--- config.mk ---
export PLATFORM = sky130hd
export DESIGN_NAME = break_bitmap_bin_enumerator_core
export DESIGN_NICKNAME = d
export VERILOG_FILES = /design/src/rtl/bbbe_pkg.sv /design/src/rtl/bbbe_ffs.sv /design/src/rtl/break_bitmap_bin_enumerator_core.sv
export SDC_FILE = /design/constraint.sdc
export NUM_CORES = 1
export LEC_CHECK = 0
export BUFFER_PORTS_ARGS = -buffer_cell sky130_fd_sc_hd__buf_2
export CAP_MARGIN = 10
export CORE_ASPECT_RATIO = 1.1
export CORE_MARGIN = 4
export CORE_UTILIZATION = 30
export CTS_CLUSTER_DIAMETER = 150
export DETAILED_ROUTE_END_ITERATION = 8
export HOLD_SLACK_MARGIN = 0.06
export PLACE_DENSITY = 0.56
export REMOVE_ABC_BUFFERS = 1
export SLEW_MARGIN = 20
export SYNTH_ARGS = -nofsm -noshare
export SYNTH_HDL_FRONTEND = slang
export SYNTH_SLANG_ARGS = --single-unit
--- constraint.sdc ---
create_clock -name aclk -period 4.85 [get_ports aclk]
set_clock_uncertainty 0.15 [all_clocks]
set_input_delay 0.97 -clock aclk [delete_from_list [all_inputs] [get_ports aclk]]
set_output_delay 0.97 -clock aclk [all_outputs]
set_load 0.01 [all_outputs]
--- src/rtl/bbbe_pkg.sv ---
// Shared constants, codes and types of the break bitmap bin enumerator.
package bbbe_pkg;

    localparam int MAX_BREAKS = 63;
    localparam int MAP_W      = MAX_BREAKS;
    localparam int BIT_W      = 6;
    localparam int COUNT_W    = 7;
    localparam int FUNC_W     = 2;

    localparam logic [BIT_W-1:0] PIU_RESET = BIT_W'(63);

    localparam logic [FUNC_W-1:0] FUNC_INSERT = 2'd0;
    localparam logic [FUNC_W-1:0] FUNC_REMOVE = 2'd1;
    localparam logic [FUNC_W-1:0] FUNC_TOGGLE = 2'd2;
    localparam logic [FUNC_W-1:0] FUNC_LIST   = 2'd3;

    typedef enum logic [1:0] {
        ST_IDLE,
        ST_UPDATE,
        ST_LIST
    } state_t;

    // Result of the find-lowest-set unit.
    typedef struct packed {
        logic             found;
        logic [BIT_W-1:0] idx;
        logic [MAP_W-1:0] rest;
    } ffs_res_t;

endpackage

--- src/rtl/bbbe_ffs.sv ---
// Find-lowest-set unit: locates the lowest set bit of the scan word and clears it.
module bbbe_ffs (
    input  logic [bbbe_pkg::MAP_W-1:0] vec,
    output bbbe_pkg::ffs_res_t         res
);
    import bbbe_pkg::*;

    logic [MAP_W-1:0] dec;
    logic [MAP_W-1:0] low;
    logic [BIT_W-1:0] idx;

    // One subtraction serves both the isolated lowest bit and the remainder.
    assign dec = vec - MAP_W'(1);
    assign low = vec & ~dec;

    always_comb begin
        idx = '0;
        for (int i = 0; i < MAP_W; i++) begin
            idx = idx | ({BIT_W{low[i]}} & BIT_W'(i));
        end
    end

    assign res.found = |vec;
    assign res.idx   = idx;
    assign res.rest  = vec & dec;

endmodule

--- src/rtl/break_bitmap_bin_enumerator_core.sv ---
// Top level of the break bitmap bin enumerator: sequencer, state and output register.
// An insert, remove or toggle transaction yields one result with the bin count; a
// list transaction walks the break bitmap with one find-lowest-set unit and yields
// one bin per cycle while m_ready stays high, one more bin than there are breaks.
// The input is not ready while a transaction is in progress. The output register
// lets the last result wait while the next transaction is accepted. The final bin
// of a list ends at the positions_in_use register, written through cfg_wr_en.
module break_bitmap_bin_enumerator_core (
    input  logic                         aclk,
    input  logic                         aresetn,
    input  logic                         cfg_wr_en,
    input  logic [bbbe_pkg::BIT_W-1:0]   cfg_wr_data,
    input  logic                         s_valid,
    output logic                         s_ready,
    input  logic [bbbe_pkg::FUNC_W-1:0]  s_func,
    input  logic [bbbe_pkg::BIT_W-1:0]   s_position,
    output logic                         m_valid,
    input  logic                         m_ready,
    output logic [bbbe_pkg::BIT_W-1:0]   m_bin_start,
    output logic [bbbe_pkg::BIT_W-1:0]   m_bin_end,
    output logic [bbbe_pkg::COUNT_W-1:0] m_bin_count,
    output logic                         m_last
);
    import bbbe_pkg::*;

    state_t               state_reg, state_next;
    logic [BIT_W-1:0]     piu_reg;
    logic [MAP_W-1:0]     map_reg, map_next;
    logic [COUNT_W-1:0]   bins_reg, bins_next;
    logic [FUNC_W-1:0]    func_reg, func_next;
    logic [BIT_W-1:0]     pos_reg, pos_next;
    logic [MAP_W-1:0]     scan_reg, scan_next;
    logic [BIT_W-1:0]     start_reg, start_next;
    logic                 m_valid_reg, m_valid_next;
    logic [BIT_W-1:0]     m_start_reg, m_start_next;
    logic [BIT_W-1:0]     m_end_reg, m_end_next;
    logic [COUNT_W-1:0]   m_count_reg, m_count_next;
    logic                 m_last_reg, m_last_next;

    ffs_res_t             ffs;
    logic                 out_free;
    logic                 in_range;
    logic [MAP_W-1:0]     pos_mask;
    logic                 was_set;
    logic                 set_it;

    bbbe_ffs u_ffs (
        .vec (scan_reg),
        .res (ffs)
    );

    assign out_free = !m_valid_reg || m_ready;
    assign in_range = (pos_reg < piu_reg) && (pos_reg < BIT_W'(MAX_BREAKS));
    assign pos_mask = MAP_W'(1) << pos_reg;
    assign was_set  = |(map_reg & pos_mask);

    always_comb begin
        unique case (func_reg)
            FUNC_INSERT: set_it = 1'b1;
            FUNC_REMOVE: set_it = 1'b0;
            FUNC_TOGGLE: set_it = !was_set;
            default:     set_it = was_set;
        endcase
    end

    always_ff @(posedge aclk) begin
        if (!aresetn) begin
            state_reg <= ST_IDLE;
        end else begin
            state_reg <= state_next;
        end
    end

    always_comb begin
        state_next    = state_reg;
        map_next      = map_reg;
        bins_next     = bins_reg;
        func_next     = func_reg;
        pos_next      = pos_reg;
        scan_next     = scan_reg;
        start_next    = start_reg;
        m_valid_next  = m_valid_reg && !m_ready;
        m_start_next  = m_start_reg;
        m_end_next    = m_end_reg;
        m_count_next  = m_count_reg;
        m_last_next   = m_last_reg;
        s_ready       = 1'b0;

        unique case (state_reg)
            ST_IDLE: begin
                s_ready = 1'b1;
                if (s_valid) begin
                    func_next  = s_func;
                    pos_next   = s_position;
                    scan_next  = map_reg;
                    start_next = '0;
                    state_next = (s_func == FUNC_LIST) ? ST_LIST : ST_UPDATE;
                end
            end
            ST_UPDATE: begin
                if (out_free) begin
                    if (in_range && set_it && !was_set) begin
                        map_next  = map_reg | pos_mask;
                        bins_next = bins_reg + COUNT_W'(1);
                    end else if (in_range && !set_it && was_set) begin
                        map_next  = map_reg & ~pos_mask;
                        bins_next = bins_reg - COUNT_W'(1);
                    end
                    m_valid_next = 1'b1;
                    m_start_next = '0;
                    m_end_next   = '0;
                    m_count_next = bins_next;
                    m_last_next  = 1'b1;
                    state_next   = ST_IDLE;
                end
            end
            ST_LIST: begin
                if (out_free) begin
                    m_valid_next = 1'b1;
                    m_start_next = start_reg;
                    m_count_next = bins_reg;
                    if (ffs.found) begin
                        m_end_next  = ffs.idx;
                        m_last_next = 1'b0;
                        scan_next   = ffs.rest;
                        start_next  = ffs.idx + BIT_W'(1);
                    end else begin
                        // No break left: the final bin closes at the register value.
                        m_end_next  = piu_reg;
                        m_last_next = 1'b1;
                        state_next  = ST_IDLE;
                    end
                end
            end
            default: begin
                state_next = ST_IDLE;
            end
        endcase
    end

    always_ff @(posedge aclk) begin
        if (!aresetn) begin
            piu_reg     <= PIU_RESET;
            map_reg     <= '0;
            bins_reg    <= COUNT_W'(1);
            m_valid_reg <= 1'b0;
        end else begin
            if (cfg_wr_en) begin
                piu_reg <= cfg_wr_data;
            end
            map_reg     <= map_next;
            bins_reg    <= bins_next;
            m_valid_reg <= m_valid_next;
        end
    end

    always_ff @(posedge aclk) begin
        func_reg    <= func_next;
        pos_reg     <= pos_next;
        scan_reg    <= scan_next;
        start_reg   <= start_next;
        m_start_reg <= m_start_next;
        m_end_reg   <= m_end_next;
        m_count_reg <= m_count_next;
        m_last_reg  <= m_last_next;
    end

    assign m_valid     = m_valid_reg;
    assign m_bin_start = m_start_reg;
    assign m_bin_end   = m_end_reg;
    assign m_bin_count = m_count_reg;
    assign m_last      = m_last_reg;

endmodule

Word-level counts from Yosys, hierarchy flattened. Index checks and enable logic that the tools add are counted.

Logic and storage cells: 158. Register bits after elaboration: 176.

Reduce and logical (&&, ||, !) cells: 25. Bitwise gates (word level): 68. Shifts and indexed selects: 1. Equality and inequality tests: 10. Order comparisons: 2. Muxes and demuxes: 35. $add $sub $neg: 4.

Operator list (count): $mux W63 (5); $and A63 B63 Y63 (4); $or A6 B6 Y6 (31); $not A63 Y63 (2); $pmux W63 S2 (1); $reduce_or A63 Y1 (2); $or A6 B5 Y6 (16); $or A63 B63 Y63 (1); $shl A1 B6 Y63 const A (1); $sub A63 B1 Y63 const B (1); $or A6 B4 Y6 (8); $mux W6 (7); $pmux W6 S2 (3); $mux W7 (4); $or A6 B3 Y6 (4); $pmux W7 S2 (1); $mux W2 (5); $ne A2 B2 Y1 const B (5); $reduce_and A4 Y1 (2); $add A7 B1 Y7 const B (1); $sub A7 B1 Y7 const B (1); $add A6 B1 Y6 const B (1); $eq A2 B2 Y1 const B (3); $logic_and A1 B1 Y1 (6); other kinds (16) (30).

Logic depth before layout (Yosys ltp).
Depth in word-level cells: 68. Gate-level depth with buffers: 14. Mapped depth without buffers: 11.

By module. A second synthesis with hierarchy kept.

Cells, all modules: 1101. Area, all modules: 10597.7 um^2.

Modules (own cells, without submodules): break_bitmap_bin_enumerator_core (cells each 785, area an instance 8715.9 um^2, instances 1); bbbe_ffs (cells each 316, area an instance 1881.8 um^2, instances 1).

Worst setup path before layout. Ideal clock, no wire load.

Path type: register to register. From: register scan_reg[34]. To: register scan_reg[0] (enable). Arrival time: 4.662 ns. Cell stages (with the launch flop): 9. Clock period less this slack: 5.331 ns. Path slack: -0.481 ns. Cell sequence: edfxtp_1 -> nor4_2 -> and4_4 -> nor4b_2 -> nand3_1 -> nor3_2 -> nor2_1 -> mux2i_1 -> a21oi_1.

Longest elaborated chain between the ends: 3.

RTL lines: start: declaration (RTL line break_bitmap_bin_enumerator_core.sv:32) `logic [MAP_W-1:0] scan_reg, scan_next;`; start signal: assignment (RTL line break_bitmap_bin_enumerator_core.sv:160) `scan_reg <= scan_next;`; $reduce_or A63 Y1 (RTL line bbbe_ffs.sv:23) `assign res.found = |vec;`; $ne A2 B2 Y1 (no source line); $reduce_and A4 Y1 (no source line).

No other way between the ends. A chain may end at the register's enable or synchronous reset.

==> impl_metrics.tcl <==
set metrics [dict create \
    power_density_mw_per_mm2 348 \
    power_mw 4.04 \
    p_sw_frac 0.328 \
    grt_start_max_net_pins 87 \
    synth_ff_type "edfxtp_1" \
    vias 9399 \
    hp-class "reg2reg" \
    clockRootBuffer "clkbuf_16" \
    firstDrtPassIters 5 \
    grt_pass1_vias 8773 \
    dp_hpwl_um 25600 \
    yosys.area.top_type "edfxtp_1" \
    core_mm2 0.0336 \
    drtAntennaViolNets 0 \
    relSlewSlack 0.303 \
    num_antenna_cells 0 \
    cap_violations 0 \
    post_cts_resized 0 \
    fin_nets 1208 \
    clk_pin_slew_ps 80 \
    finalSetupTns_ps 0 \
    avgViaCountPerCell 5.79 \
    period_share 0.873 \
    fin_crit_ps 4230 \
    setup_viol 0 \
    worst_pin_slew_ps 1050 \
    netlist_area_mm2 0.0103 \
    nFillCells 3464 \
    synth_commonest_cells "o21ai_0 (108), edfxtp_1 (97), nand2_1 (93)" \
    grt.total_usage 0.185 \
    die_w_um 185 \
    synthTopCellsByArea "edfxtp_1 (28%), dfxtp_1 (15%), o21ai_0 (5.2%)" \
    yosys_register_bits 176 \
    synth.distinct_cells 88 \
    synthMostInstantiatedCell "o21ai_0" \
    die_h_um 203 \
    intPower_mw 2.72 \
    synth_top_area_frac 0.282 \
    final_util 0.345 \
    drt_iter0_drc 1213 \
    cp-end-kind "flop" \
    holdWs_ps 315 \
    crit_path_start_kind "flop" \
    clockBufferDepth 2 \
    cts_tree "built" \
    port_buffers 40 \
    status "finished clean" \
    fmax_mhz 236 \
    grt_overflow 0 \
    initial_core_util 0.307 \
    critPathKind "reg2reg" \
    dieArea_mm2 0.0374 \
    syn_to_final_growth_pct 12.5 \
    clkPwrFrac 0.361 \
    hold_viol 0 \
    cts_buffers 17 \
    io_pins 41 \
    h-tree-depth 4 \
    crit_required_ps 5050 \
    cts_hold_buf 0 \
    combPwrFrac 0.160 \
    p_sw_mw 1.33 \
    arrival_ps 4430 \
    place_congestion 0.959 \
    post_synth.cell_area_avg_um2 8.83 \
    seq_power_share 0.479 \
    synth-edff-count 97 \
    ys_warn_count 0 \
    crit_fanout 53 \
    fp-row-count 70 \
    slew_viol_final 0 \
    rsz0062_at_grt "false" \
    syn_inst 1168 \
    antenna_found_initial 3 \
    routed_wl_um 35000 \
    clkSinkCount 176 \
    postCtsSetupBuffers 0 \
    seq_area_frac_synth 0.436 \
    drc 0 \
    layout-drive-gt1-share 0.119 \
    post_drt_wl_per_cell_um 21.6 \
    clk_latency_ps 450 \
    vdd_drop_max_uv 230 \
    power_leakage_nw 3.80 \
    grt_pass1_wl_um 53800 \
    async_flop_share 0 \
    rrSetupSlack_ps 620 \
]
==> worst max-delay path, stage by stage (launching register included) <==
cell,delay [ps]
edfxtp_1,750
and3b_1,490
and3_1,260
a2111oi_1,310
o2111ai_1,240
nor4_4,330
a21oi_1,210
xnor2_2,620
buf_12,330
nand4_1,120
a221oi_1,310
==> cells in the final DEF, fill, tap and decap left out, drive strengths merged, types with 14 or more instances in the layout <==
cell / n
o21ai: 109
edfxtp: 97
inv: 96
nand2: 93
dfxtp: 79
buf: 72
nand3: 68
a21oi: 67
nand4: 59
nor2: 48
nor3: 37
nor4: 34
mux2i: 26
o211ai: 18
clkbuf: 18
o22ai: 16
nor2b: 14
==> power by group through the flow <==
stage	combinational, mW	sequential [mW]	clock (mW)
2_1_floorplan	0.395	1.94	0
3_3_place_gp	0.644	1.96	0
3_5_place_dp	0.643	1.96	0
4_1_cts	0.647	1.93	1.48
5_1_grt	0.713	1.96	1.54
6_report	0.647	1.94	1.46
==> cell families after synthesis <==
logic type	after synthesis	synth area share
flops	176	0.436
xor+xnor	10	0.00849
compound gates	319	0.198
simple gates	454	0.251
mux	28	0.0274
buf+inv	170	0.0667
fa+ha+maj	11	0.0133
==> metal layers <==
metal  wire [um]  share of wire  GRT usage  vias up
met5          25        0.00071          0        -
met4        1300          0.037     0.0758        6
met3        2440          0.070     0.0366       66
met2       15600           0.45      0.279      413
met1       15600           0.45      0.259     4462
li1            -              -          -     4452
==> layout make-up <==
type	instances	area, um2	area share
clock buffers	18	450	0.0388
clock inverters	14	163	0.0140
inverters	89	334	0.0288
multi-input cells	822	5180	0.446
flip-flops and latches	176	4490	0.387
well taps	432	541	0.0465
repair buffers	72	453	0.0390
==> final timing paths <==
check,cells past startpoint,start,to
worst max-delay path,10,pos_reg[4]$_DFFE_PP_,flop
worst min register to register,2,flop,flop
worst max register to register,10,pos_reg[4]$_DFFE_PP_,flop
worst min-delay path,2,flop,flop
==> stage by stage <==
step / setup slack, ps / area, um2 / cells
after floorplan: -2100 / 9960 / 1087
after CTS: 631 / 11600 / 1623
after global placement: 776 / 11000 / 1591
after detailed placement: 645 / 11000 / 1591
final: 617 / 11600 / 1623
after global routing: 273 / 11600 / 1623
No activity file was read; power rests on OpenSTA's default activity.
